<file path="src/rtl/core/ssfe_pkg.sv">
// Shared types, constants and digit helpers for the seven-segment frame encoder.
package ssfe_pkg;

  localparam int VALUE_W   = 20;
  localparam int Q_W       = 11;  // value / 1000 fits in 11 bits
  localparam int R_W       = 10;  // remainder below 1000
  localparam int REM_W     = 7;   // remainder below 100
  localparam int DIG_W     = 4;
  localparam int FRAME_LEN = 9;
  localparam int CNT_W     = 4;
  localparam int IN_DATA_W = 24;

  localparam logic [20:0] RECIP_1000  = 21'd1073742;  // ceil(2^30 / 1000)
  localparam int          RECIP_SHIFT = 30;
  localparam int          PROD_W      = VALUE_W + 21;

  localparam logic [7:0] ADDR_BYTE  = 8'h08;
  localparam logic [7:0] CTRL_BYTE  = 8'h18;
  localparam logic [7:0] BRIGHT_HI  = 8'hFF;
  localparam logic [7:0] BRIGHT_LO  = 8'hF9;
  localparam logic [7:0] BLANK_CODE = 8'h00;

  typedef enum logic [1:0] {
    LAYOUT_SIX   = 2'd0,
    LAYOUT_THREE = 2'd1,
    LAYOUT_FOUR  = 2'd2,
    LAYOUT_NONE  = 2'd3
  } layout_t;

  typedef struct packed {
    layout_t layout;
    logic    bright;
  } ssfe_tag_t;

  // digits handed from the split pipeline to the frame builder
  typedef struct packed {
    ssfe_tag_t              tag;
    logic [Q_W-1:0]         q;     // value / 1000
    logic [DIG_W-1:0]       hq;    // value / 100000 (0..10)
    logic [DIG_W-1:0]       tq;    // (value / 10000) % 10
    logic [DIG_W-1:0]       uq;    // (value / 1000) % 10
    logic [DIG_W-1:0]       hr;    // (value / 100) % 10
    logic [REM_W-1:0]       remr;  // value % 100
  } ssfe_dig_t;

  function automatic logic [7:0] seg_code(input logic [DIG_W-1:0] d);
    logic [7:0] c;
    case (d)
      4'd0:    c = 8'h3F;
      4'd1:    c = 8'h06;
      4'd2:    c = 8'h5B;
      4'd3:    c = 8'h4F;
      4'd4:    c = 8'h66;
      4'd5:    c = 8'h6D;
      4'd6:    c = 8'h7D;
      4'd7:    c = 8'h07;
      4'd8:    c = 8'h7F;
      4'd9:    c = 8'h6F;
      default: c = BLANK_CODE;
    endcase
    return c;
  endfunction

  // tens and units of a value below 100
  function automatic logic [2*DIG_W-1:0] split99(input logic [REM_W-1:0] x);
    logic [DIG_W-1:0] t;
    logic [REM_W-1:0] u;
    t = '0;
    for (int k = 1; k < 10; k++) begin
      t = t + DIG_W'(x >= REM_W'(k * 10));
    end
    u = x - REM_W'(t) * REM_W'(10);
    return {t, u[DIG_W-1:0]};
  endfunction

  // hundreds of a value up to 1048 (result 0..10)
  function automatic logic [DIG_W-1:0] hund_q(input logic [Q_W-1:0] x);
    logic [DIG_W-1:0] h;
    h = '0;
    for (int k = 1; k <= 10; k++) begin
      h = h + DIG_W'(x >= Q_W'(k * 100));
    end
    return h;
  endfunction

  // hundreds of a value below 1000
  function automatic logic [DIG_W-1:0] hund_r(input logic [R_W-1:0] x);
    logic [DIG_W-1:0] h;
    h = '0;
    for (int k = 1; k < 10; k++) begin
      h = h + DIG_W'(x >= R_W'(k * 100));
    end
    return h;
  endfunction

endpackage

</file>
<file path="src/rtl/core/ssfe_split.sv">
// Decimal digit split pipeline: input register, divide by 1000, hundreds, tens and units.
module ssfe_split import ssfe_pkg::*; (
  input  logic                clk,
  input  logic                rst,
  input  logic                in_valid,
  output logic                in_ready,
  input  layout_t             in_layout,
  input  logic [VALUE_W-1:0]  in_value,
  input  logic                in_bright,
  output logic                dig_valid,
  input  logic                dig_ready,
  output ssfe_dig_t           dig
);

  logic v0, v1, v2, v3;
  logic rdy0, rdy1, rdy2, rdy3;

  ssfe_tag_t          r0_tag;
  logic [VALUE_W-1:0] r0_value;

  ssfe_tag_t          r1_tag;
  logic [Q_W-1:0]     r1_q;
  logic [R_W-1:0]     r1_vlo;

  ssfe_tag_t          r2_tag;
  logic [Q_W-1:0]     r2_q;
  logic [DIG_W-1:0]   r2_hq;
  logic [REM_W-1:0]   r2_remq;
  logic [R_W-1:0]     r2_r;

  ssfe_dig_t          r3_dig;

  logic [PROD_W-1:0]  prod;
  logic [Q_W-1:0]     q_next;
  logic [Q_W-1:0]     q_k;
  logic [R_W-1:0]     r_next;
  logic [DIG_W-1:0]   hq_next;
  logic [REM_W-1:0]   remq_next;
  logic [2*DIG_W-1:0] tuq;
  logic [DIG_W-1:0]   hr_next;
  ssfe_dig_t          dig_next;

  assign rdy3     = !v3 || dig_ready;
  assign rdy2     = !v2 || rdy3;
  assign rdy1     = !v1 || rdy2;
  assign rdy0     = !v0 || rdy1;
  assign in_ready = rdy0;

  // stage 1: reciprocal multiply for value / 1000
  assign prod   = PROD_W'(r0_value) * PROD_W'(RECIP_1000);
  assign q_next = prod[RECIP_SHIFT +: Q_W];

  // stage 2: remainder and hundreds of the quotient
  assign q_k       = r1_q * Q_W'(1000);
  assign r_next    = r1_vlo - q_k[R_W-1:0];
  assign hq_next   = hund_q(r1_q);
  assign remq_next = REM_W'(r1_q - Q_W'(hq_next) * Q_W'(100));

  // stage 3: remaining digits
  assign tuq     = split99(r2_remq);
  assign hr_next = hund_r(r2_r);

  always_comb begin
    dig_next      = '0;
    dig_next.tag  = r2_tag;
    dig_next.q    = r2_q;
    dig_next.hq   = r2_hq;
    dig_next.tq   = tuq[2*DIG_W-1:DIG_W];
    dig_next.uq   = tuq[DIG_W-1:0];
    dig_next.hr   = hr_next;
    dig_next.remr = REM_W'(r2_r - R_W'(hr_next) * R_W'(100));
  end

  always_ff @(posedge clk) begin
    if (rst) begin
      v0 <= 1'b0;
      v1 <= 1'b0;
      v2 <= 1'b0;
      v3 <= 1'b0;
    end else begin
      if (rdy0) v0 <= in_valid && (in_layout != LAYOUT_NONE);
      if (rdy1) v1 <= v0;
      if (rdy2) v2 <= v1;
      if (rdy3) v3 <= v2;
    end
  end

  always_ff @(posedge clk) begin
    if (rdy0) begin
      r0_tag.layout <= in_layout;
      r0_tag.bright <= in_bright;
      r0_value      <= in_value;
    end
    if (rdy1) begin
      r1_tag <= r0_tag;
      r1_q   <= q_next;
      r1_vlo <= r0_value[R_W-1:0];
    end
    if (rdy2) begin
      r2_tag  <= r1_tag;
      r2_q    <= r1_q;
      r2_hq   <= hq_next;
      r2_remq <= remq_next;
      r2_r    <= r_next;
    end
    if (rdy3) begin
      r3_dig <= dig_next;
    end
  end

  assign dig_valid = v3;
  assign dig       = r3_dig;

  a_q_range: assert property (@(posedge clk) disable iff (rst)
    v1 |-> (r1_q <= Q_W'(1048)))
    else $error("quotient by 1000 out of range");

  a_r_range: assert property (@(posedge clk) disable iff (rst)
    v2 |-> (r2_r < R_W'(1000)) && (r2_remq < REM_W'(100)))
    else $error("remainder out of range");

  a_dig_hold: assert property (@(posedge clk) disable iff (rst)
    (v3 && !dig_ready) |=> (v3 && $stable(r3_dig)))
    else $error("digit stage lost data under stall");

  a_no_none: assert property (@(posedge clk) disable iff (rst)
    v0 |-> (r0_tag.layout != LAYOUT_NONE))
    else $error("undefined layout entered pipeline");

endmodule

</file>
<file path="src/rtl/core/ssfe_frame.sv">
// Frame builder and byte serializer: digits to segment codes, one frame byte per beat.
module ssfe_frame import ssfe_pkg::*; (
  input  logic        clk,
  input  logic        rst,
  input  logic        dig_valid,
  output logic        dig_ready,
  input  ssfe_dig_t   dig,
  output logic        out_valid,
  input  logic        out_ready,
  output logic [7:0]  out_byte,
  output logic        out_port,
  output logic        out_last
);

  logic [FRAME_LEN-1:0][7:0] frame;
  logic [CNT_W-1:0]          cnt;
  logic                      port;

  logic [FRAME_LEN-1:0][7:0] full;
  logic [FRAME_LEN-1:0][7:0] frame_next;
  logic [CNT_W-1:0]          len_full;
  logic [CNT_W-1:0]          cnt_next;
  logic                      omit;
  logic [2*DIG_W-1:0]        tur;
  logic [7:0]                br_byte;
  logic                      load;
  logic                      beat;

  assign tur     = split99(dig.remr);
  assign br_byte = dig.tag.bright ? BRIGHT_HI : BRIGHT_LO;

  always_comb begin
    full     = '0;
    len_full = '0;
    omit     = 1'b0;
    full[0]  = ADDR_BYTE;
    case (dig.tag.layout)
      LAYOUT_SIX: begin
        full[1]  = seg_code(dig.hq);
        full[2]  = seg_code(dig.tq);
        full[3]  = seg_code(dig.uq);
        full[4]  = seg_code(dig.hr);
        full[5]  = seg_code(tur[2*DIG_W-1:DIG_W]);
        full[6]  = seg_code(tur[DIG_W-1:0]);
        full[7]  = CTRL_BYTE;
        full[8]  = br_byte;
        len_full = CNT_W'(9);
      end
      LAYOUT_THREE: begin
        // leading digit is value / 100
        if (dig.q == '0) begin
          full[1] = seg_code(dig.hr);
        end else if (dig.q == Q_W'(1) && dig.hr == '0) begin
          full[1] = BLANK_CODE;
        end else begin
          omit = 1'b1;
        end
        full[2]  = seg_code(tur[2*DIG_W-1:DIG_W]);
        full[3]  = seg_code(tur[DIG_W-1:0]);
        full[4]  = BLANK_CODE;
        full[5]  = BLANK_CODE;
        full[6]  = BLANK_CODE;
        full[7]  = CTRL_BYTE;
        full[8]  = br_byte;
        len_full = CNT_W'(9);
      end
      LAYOUT_FOUR: begin
        if (dig.q < Q_W'(10)) begin
          full[1] = seg_code(dig.q[DIG_W-1:0]);
        end else if (dig.q == Q_W'(10)) begin
          full[1] = BLANK_CODE;
        end else begin
          omit = 1'b1;
        end
        full[2]  = seg_code(dig.hr);
        full[3]  = seg_code(tur[2*DIG_W-1:DIG_W]);
        full[4]  = seg_code(tur[DIG_W-1:0]);
        full[5]  = CTRL_BYTE;
        full[6]  = br_byte;
        len_full = CNT_W'(7);
      end
      default: begin
        len_full = '0;
      end
    endcase
  end

  always_comb begin
    frame_next = full;
    cnt_next   = len_full;
    if (omit) begin
      for (int i = 1; i < FRAME_LEN - 1; i++) begin
        frame_next[i] = full[i+1];
      end
      frame_next[FRAME_LEN-1] = '0;
      cnt_next = len_full - CNT_W'(1);
    end
  end

  assign out_valid = (cnt != '0);
  assign out_byte  = frame[0];
  assign out_port  = port;
  assign out_last  = (cnt == CNT_W'(1));
  assign beat      = out_valid && out_ready;
  assign dig_ready = !out_valid || (out_ready && out_last);
  assign load      = dig_valid && dig_ready;

  always_ff @(posedge clk) begin
    if (rst) begin
      cnt <= '0;
    end else if (load) begin
      cnt <= cnt_next;
    end else if (beat) begin
      cnt <= cnt - CNT_W'(1);
    end
  end

  always_ff @(posedge clk) begin
    if (load) begin
      frame <= frame_next;
      port  <= (dig.tag.layout == LAYOUT_FOUR);
    end else if (beat) begin
      frame <= {8'h00, frame[FRAME_LEN-1:1]};
    end
  end

  a_drain: assert property (@(posedge clk) disable iff (rst)
    (beat && out_last && !load) |=> !out_valid)
    else $error("beats continue after last");

  a_len: assert property (@(posedge clk) disable iff (rst)
    load |=> (cnt >= CNT_W'(6)) && (cnt <= CNT_W'(FRAME_LEN)))
    else $error("frame length out of range");

  a_port: assert property (@(posedge clk) disable iff (rst)
    (beat && !out_last) |=> $stable(port))
    else $error("port changed within a frame");

  a_addr_first: assert property (@(posedge clk) disable iff (rst)
    load |=> (frame[0] == ADDR_BYTE))
    else $error("frame does not open with address byte");

endmodule

</file>
<file path="src/rtl/core/seven_segment_frame_encoder_top.sv">
// Seven-segment frame encoder top level.
// An input beat passes the input, quotient, hundreds and digit registers, then loads the
// serializer register. Throughput: one output byte per cycle while m_axis_tready is high;
// a frame takes 9 beats (six- and three-digit layouts) or 7 beats (four-digit), one fewer
// when the leading digit is dropped; steady state takes one input beat per frame, the four
// split stages buffer up to four requests, and an ignored layout is accepted and dropped.
// Reset (rst, synchronous) clears pipeline valid bits and the byte count only.
module seven_segment_frame_encoder_top import ssfe_pkg::*; (
  input  logic                  clk,
  input  logic                  rst,
  input  logic                  s_axis_tvalid,
  output logic                  s_axis_tready,
  input  logic [IN_DATA_W-1:0]  s_axis_tdata,   // [19:0] value, [20] bright, [23:21] zero
  input  logic [1:0]            s_axis_tuser,   // [1:0] action
  output logic                  m_axis_tvalid,
  input  logic                  m_axis_tready,
  output logic [7:0]            m_axis_tdata,   // [7:0] data_byte
  output logic                  m_axis_tuser,   // [0] port
  output logic                  m_axis_tlast
);

  logic      dig_valid;
  logic      dig_ready;
  ssfe_dig_t dig;

  ssfe_split u_split (
    .clk       (clk),
    .rst       (rst),
    .in_valid  (s_axis_tvalid),
    .in_ready  (s_axis_tready),
    .in_layout (layout_t'(s_axis_tuser)),
    .in_value  (s_axis_tdata[VALUE_W-1:0]),
    .in_bright (s_axis_tdata[VALUE_W]),
    .dig_valid (dig_valid),
    .dig_ready (dig_ready),
    .dig       (dig)
  );

  ssfe_frame u_frame (
    .clk       (clk),
    .rst       (rst),
    .dig_valid (dig_valid),
    .dig_ready (dig_ready),
    .dig       (dig),
    .out_valid (m_axis_tvalid),
    .out_ready (m_axis_tready),
    .out_byte  (m_axis_tdata),
    .out_port  (m_axis_tuser),
    .out_last  (m_axis_tlast)
  );

endmodule
</file>
<file path="config.mk">
export PLATFORM = sky130hd
export DESIGN_NAME = seven_segment_frame_encoder_top
export DESIGN_NICKNAME = d
export VERILOG_FILES = /design/src/rtl/core/ssfe_pkg.sv /design/src/rtl/core/ssfe_split.sv /design/src/rtl/core/ssfe_frame.sv /design/src/rtl/core/seven_segment_frame_encoder_top.sv
export SDC_FILE = /design/constraint.sdc
export NUM_CORES = 1
export LEC_CHECK = 0
export ABC_AREA = 1
export BUFFER_PORTS_ARGS = -buffer_cell sky130_fd_sc_hd__buf_4
export CORE_AREA = 5 5 225 227
export CTS_CLUSTER_DIAMETER = 40
export DETAILED_ROUTE_END_ITERATION = 16
export DIE_AREA = 0 0 230 232
export GPL_TIMING_DRIVEN = 0
export MAX_ROUTING_LAYER = met4
export RECOVER_POWER = 50
export SLEW_MARGIN = 20
export SYNTH_ARGS = -nofsm -noshare
export SYNTH_HDL_FRONTEND = slang
export SYNTH_SLANG_ARGS = --single-unit
</file>
<file path="constraint.sdc">
create_clock -name clk -period 4.9 [get_ports clk]
set_clock_uncertainty 0.2 [all_clocks]
set_input_delay 0.49 -clock clk [delete_from_list [all_inputs] [get_ports clk]]
set_output_delay 0.49 -clock clk [all_outputs]
set_load 0.02 [all_outputs]
</file>
==> flow_summary.toml, run 1 <==
[outcome]
run_status = "complete, but fails checks"
failing_checks = "setup timing"

[yosys]
post_synth_inst_count = 2213
synth_seq_area_share_pct = 32.1
synth.most_common_cell = "sky130_fd_sc_hd__nand2_1"
syn-num-nets = 2636
postSynthRegisterBits = 221
yosysWarnings = 0
post_synth.cell_area_avg_um2 = 8.62
synth.top_cell.area_share_pct = 26.8
syn_area_um2 = 19100
yosysTopAreaCell = "sky130_fd_sc_hd__edfxtp_1"
synthFlopType = "sky130_fd_sc_hd__edfxtp_1"
synth_async_sr_flop_share_pct = 0
synth_commonest_cells = "sky130_fd_sc_hd__nand2_1, sky130_fd_sc_hd__inv_1, sky130_fd_sc_hd__ha_1"
synth-edff-count = 170
synth.top_cells.by_area = "sky130_fd_sc_hd__edfxtp_1, sky130_fd_sc_hd__ha_1, sky130_fd_sc_hd__fa_1"
unique_cell_type_count_in_the_yosys_netlist = 50

[timing]
hold_viol_final = 0
maxClockFrequency_mhz = 198
accumulated_negative_setup_slack_ns = -1.95
worst_slew_margin_rel_pct = 38.1
final-max-slew-violation-count = 0
final-setup-viol-count = 22
worst_slew_pin_slew_ns = 0.926
final.hold.worst_slack_ns = 0.211
final.setup.worst_slack_ns = -0.159
post-route-min-period_ns = 5.06
timing.final.crit_share_pct = 103
grt_setup_unrepaired = "true"

[route]
routedWlPerCell_um = 15.8
finalWirelength_um = 48700
dr_vias = 15300
remaining_drc_errors = 0
final_antenna_net_count = 0
drt-vias-per-instance = 4.97
firstDrtPassIters = 5
drt_iter0_drc = 861

[worst_hold_path]
timing.hold.worst_path_depth = 0
worst_hold_path_ep = "u_split.dig[34]$_DFFE_PN_"
worst_hold_path_type = "flip-flop to flip-flop"
worstHoldStart = "u_split.dig_next[34]$_DFFE_PP_"

[die]
initial_utilization_pct = 39.4
top_level_ports = 42
fp.dieArea_um2 = 53400
horiz_die_dim_um = 230
fp-row-count = 81
floorplan.core_area_um2 = 48400
die_h_um = 232

[clocking]
clk-insertion-delay-late_ns = 0.56
clk_path_buf_depth = 3
cts_root_buf = "sky130_fd_sc_hd__clkbuf_16"
clkTransAtPathRegs_ns = 0.05
htreeDepth = 2
tritoncts_sinks = 221
cts-buffers-inserted = 38
cts_tree = "built"

[finish]
layoutNonFillerInstCount = 3083
area.growth.synth_to_final_pct = 26.8
fill_cells = 4409
num_antenna_cells = 0
post_route_cells_drive_above_1_share_pct = 23.4
design.final.nets = 2854

[setup_path]
regToRegEndpoint = "u_split.r1_q[0]$_DFFE_PP_"
crit_type = "flip-flop to flip-flop"
path_cells = "buf_4, buf_6, ha_1, inv_2, fa_2, inv_1, ha_4, fa_1, inv_1, fa_1, fa_1, inv_2, ha_4, a21oi_4, o21a_1, nor2_1, nor2_1, nor2_1, nor2_1, nand2_1, nand2_1, nand2_1"
r2r_slack_ns = -0.16
slowest_delay_ns = 0.53
rr_worst_depth = 22
start_kind = "flip-flop"
cpMostUsedCell = "sky130_fd_sc_hd__nor2_1"
crit_fanout = 3
critPathRequiredTime_ns = 4.99
endpoint_kind = "flip-flop"
rr_startpoint = "u_split.r0_value[8]$_DFFE_PP_"
library_cell_contributing_the_largest_single_delay_on_the_critical_path = "sky130_fd_sc_hd__fa_1"
critical_path_arrival_ns = 5.15

[placed_design]
dp_cells = 2875
preCtsSetupSlack_ns = -0.705
dp_hpwl_um = 37000
gp_congestion = 0.925
port-buffer-count = 38

[run]
maxCapViolCount = 0

[global_routing]
grt_max_degree = 46
global_route.usage.total_pct = 18.3
grt_pass1_wl_um = 77300
overflow = 0
grt_antenna_before_repair = 0
grt_pass1_vias = 15500
[stage by stage]
step                cell area, um2  util, %
finish                       24200     49.9
global route                 24200     49.9
detailed placement           20300     41.8
floorplan                    19100        -
CTS                          23100     47.7
global placement             20200     41.7
[placed cells by master, fill, tap and decap left out, drive strengths merged, types with 5 or more instances in the layout]
cell type / n
a21o: 7
a21oi: 59
a31oi: 14
buf: 147
bufinv: 5
clkbuf: 82
clkinv: 14
dfxtp: 51
dlygate4sd3: 26
edfxtp: 170
fa: 114
ha: 279
inv: 433
mux2: 7
nand2: 580
nand3: 128
nand4: 21
nor2: 115
nor3: 17
o211ai: 8
o21ai: 106
o21bai: 10
o31ai: 5
xnor2: 19
xor2: 14
[layer usage]
metal	vias up	routed length [um]	GRT usage, %
met1	7328	20700	21.6
li1	7567	-	-
met2	323	24800	32.4
met4	0	1520	6.30
met3	99	1690	2.59
met5	-	0	-
[logic make-up (layout without fill, tap and decap cells)]
logic type	count (synthesis)	in the layout	share of synthesized area, %
and+or+nand+nor	869	869	18.9
xor gates and xnor gates	33	33	1.52
muxes	7	7	0.413
buffers and inverters	461	709	9.68
adders and majority gates	393	393	30.3
DFF	221	221	32.1
AOI/OAI and AO/OA	229	229	7.08
[how the worst max path moves through the flow]
stage                                       start                          end  cells past startpoint
finish              u_split.r0_value[8]$_DFFE_PP_    u_split.r1_q[0]$_DFFE_PP_                     22
floorplan           u_split.r0_value[2]$_DFFE_PP_    u_split.r1_q[1]$_DFFE_PP_                     19
global placement      u_frame.cnt[0]$_SDFFE_PP0P_  u_frame.cnt[3]$_SDFFE_PP0P_                     11
detailed placement  u_split.r0_value[9]$_DFFE_PP_    u_split.r1_q[7]$_DFFE_PP_                     17
CTS                 u_split.r0_value[1]$_DFFE_PP_    u_split.r1_q[8]$_DFFE_PP_                     21
global route        u_split.r0_value[8]$_DFFE_PP_    u_split.r1_q[8]$_DFFE_PP_                     22
[area by class of cell]
type / instances / area [um2] / share of cell area [%]
repair buffers: 179 / 1480 / 6.10
clock inverters: 31 / 403 / 1.67
inverters: 423 / 1600 / 6.60
multi-input cells: 1531 / 12600 / 52.1
clock buffers: 39 / 955 / 3.95
flip-flops and latches: 221 / 6130 / 25.3
plain buffers: 37 / 264 / 1.09
well taps: 622 / 778 / 3.22
[critical path, delay by kind of cell, from the launching register on]
family	cells	cell delay [ns]
AO/OA/AOI/OAI	2	0.32
adder cells (fa/ha/maj)	7	2.79
buffers and inverters	6	0.50
flip-flops	1	0.45
AND/OR/NAND/NOR	7	0.54
[repair_timing]
action	CTS	global route
hold buffers	26	0
cloned	0	1
pin swaps	110	127
endpoints found under the hold margin	28	0
setup endpoints to repair	60	67
gates resized for setup	157	217
buffers inserted	75	37
Power of run 1 is left out: the tool's default activity adds up to more than one toggle a clock period on the data nets, which glitch-free logic cannot reach.
==> run 2, diff against run 1 <==
- GPL_TIMING_DRIVEN: 0 -> unset
==> run 2 against run 1 <==
Effect of this change:
- critical path depth fell by 3
- highest routed layer unchanged
- utilization rose by 1.2 points
- critical endpoint is now u_split.r1_q[10]$_DFFE_PP_
- count of clock-buffer cells in the layout rose by 2
- first-iteration DRC count fell by 6.5%
- the flow still finishes with violations (setup timing)
- hold slack got worse by 0.017 ns
==> flow_summary.toml, run 2 (synthesized netlist as in run 1, its figures left out) <==
[global_routing]
grt_pass1_vias = 15700
grt_pass1_wl_um = 78400
overflow = 0
grt_antenna_before_repair = 0
global_route.usage.total_pct = 18.5
grt_max_degree = 54

[route]
wirelength_met1_um = 20800
dr_vias = 15300
route.met3.wl_um = 1410
highest-signal-layer = "met4"
detailroute.wirelength.met2_um = 25900
firstDrtPassIters = 5
drt_iter0_drc = 805
remaining_drc_errors = 0
finalWirelength_um = 49400
final_antenna_net_count = 0
drt-vias-per-instance = 4.87
routedWlPerCell_um = 15.8

[worst_hold_path]
worstHoldStart = "u_split.r1_vlo[0]$_DFFE_PP_"
worst_hold_path_type = "flip-flop to flip-flop"
worst_hold_path_ep = "u_split.r2_r[0]$_DFFE_PP_"
timing.hold.worst_path_depth = 0

[setup_path]
cp_num_buf_inv = 6
critical_path_arrival_ns = 5.23
start_kind = "flip-flop"
crit_type = "flip-flop to flip-flop"
path_cells = "ha_1, ha_2, inv_2, fa_2, fa_1, inv_2, fa_2, fa_1, inv_1, fa_1, inv_2, ha_4, nand2_4, nor2_4, inv_2, nor2_2, nand4_1, buf_4, a31oi_2"
r2r_slack_ns = -0.17
regToRegEndpoint = "u_split.r1_q[10]$_DFFE_PP_"
critPathTopFamily = "adder cells"
critPathRequiredTime_ns = 5.06
rr_worst_depth = 19
cpMostUsedCell = "sky130_fd_sc_hd__inv_2"
library_cell_contributing_the_largest_single_delay_on_the_critical_path = "sky130_fd_sc_hd__fa_1"
endpoint_kind = "flip-flop"
slowest_delay_ns = 0.51
rr_startpoint = "u_split.r0_value[2]$_DFFE_PP_"
crit_fanout = 4

[timing]
maxClockFrequency_mhz = 197
worst_slew_pin_slew_ns = 0.946
final.setup.worst_slack_ns = -0.167
hold_viol_final = 0
worst_slew_margin_rel_pct = 36.9
timing.final.crit_share_pct = 103
final-max-slew-violation-count = 0
grt_setup_unrepaired = "true"
post-route-min-period_ns = 5.07
final-setup-viol-count = 15

[placed_design]
dp_hpwl_um = 37900
gp_congestion = 0.885
port-buffer-count = 38
placed_cell_area_um2 = 21100

[finish]
design.final.nets = 2901
num_antenna_cells = 0
layout.cells.most_common = "sky130_fd_sc_hd__nand2_1"
post_route_cells_drive_above_1_share_pct = 25.8
postLayoutCellArea_um2 = 24700
layout_common_cells = "sky130_fd_sc_hd__nand2_1, sky130_fd_sc_hd__inv_1, sky130_fd_sc_hd__ha_1, sky130_fd_sc_hd__buf_4, sky130_fd_sc_hd__edfxtp_1"
area.growth.synth_to_final_pct = 29.7

[outcome]
run_status = "complete, but fails checks"
failing_checks = "setup timing"

[clocking]
clk_path_buf_depth = 3
tritoncts_sinks = 221
cts-buffers-inserted = 38
clk-insertion-delay-late_ns = 0.55
cts_root_buf = "sky130_fd_sc_hd__clkbuf_16"
htreeDepth = 2
clkTransAtPathRegs_ns = 0.06
cts_tree = "built"

[die]
fp.dieArea_um2 = 53400
horiz_die_dim_um = 230
fp-row-count = 81
floorplan.core_area_um2 = 48400
top_level_ports = 42
initial_utilization_pct = 39.4
die_h_um = 232

[run]
maxCapViolCount = 0
## run 2: changes by cell type in the layout (fill, tap and decap cells not counted), moves of 8 or more
| cell | previous run | this run |
|---|---|---|
| sky130_fd_sc_hd__buf_4 | 113 | 178 |
| sky130_fd_sc_hd__clkbuf_1 | 21 | 13 |
| sky130_fd_sc_hd__ha_1 | 235 | 222 |
| sky130_fd_sc_hd__ha_4 | 33 | 45 |
| sky130_fd_sc_hd__nand2_4 | 12 | 20 |
| sky130_fd_sc_hd__nand2_2 | 65 | 53 |
## run 2: worst max path at each step
stage	from	to	cells after the start
floorplan	u_split.r0_value[2]$_DFFE_PP_	u_split.r1_q[1]$_DFFE_PP_	19
global route	u_split.r0_value[8]$_DFFE_PP_	u_split.r1_q[10]$_DFFE_PP_	19
CTS	u_split.r0_value[4]$_DFFE_PP_	u_split.r1_q[1]$_DFFE_PP_	19
detailed placement	u_split.r0_value[2]$_DFFE_PP_	u_split.r1_q[8]$_DFFE_PP_	19
global placement	u_split.r0_value[2]$_DFFE_PP_	u_split.r1_q[8]$_DFFE_PP_	19
finish	u_split.r0_value[2]$_DFFE_PP_	u_split.r1_q[10]$_DFFE_PP_	19
## run 2: timing repair
item	CTS	global route
endpoints found under the hold margin	28	0
pin swaps	118	108
buffers inserted	26	24
cloned	0	3
hold buffers	26	0
gates resized for setup	198	197
endpoints found under the setup margin	59	73
## run 2: cell type report
| class | count | area (um2) |
|---|---|---|
| fillers | 4427 | 23700 |
| multi-input cells | 1531 | 12800 |
| flip-flops and latches | 221 | 6130 |
| repair buffers | 263 | 2120 |
| inverters | 423 | 1590 |
| clock buffers | 41 | 982 |
| well taps | 622 | 778 |
| clock inverters | 29 | 337 |
## run 2: layer usage
layer / global-route usage (%) / vias up
met3: 2.36 / 90
met1: 21.6 / 7261
li1: - / 7669
met4: 5.16 / 0
met2: 33.7 / 238
met5: - / -
## run 2: metrics by stage
step	std cells	setup slack [ns]	hold slack [ns]	util [%]	setup TNS, ns
floorplan	2213	-0.0178	0.200	-	-0.0178
global placement	2984	-0.361	0.201	43.5	-8.37
detailed placement	2984	-0.388	0.206	43.5	-12.14
CTS	3104	-0.129	0.195	49.0	-0.947
global route	3130	-0.366	0.219	51.1	-6.60
finish	3130	-0.167	0.194	51.1	-1.07
Power of run 2 is left out for the same reason.
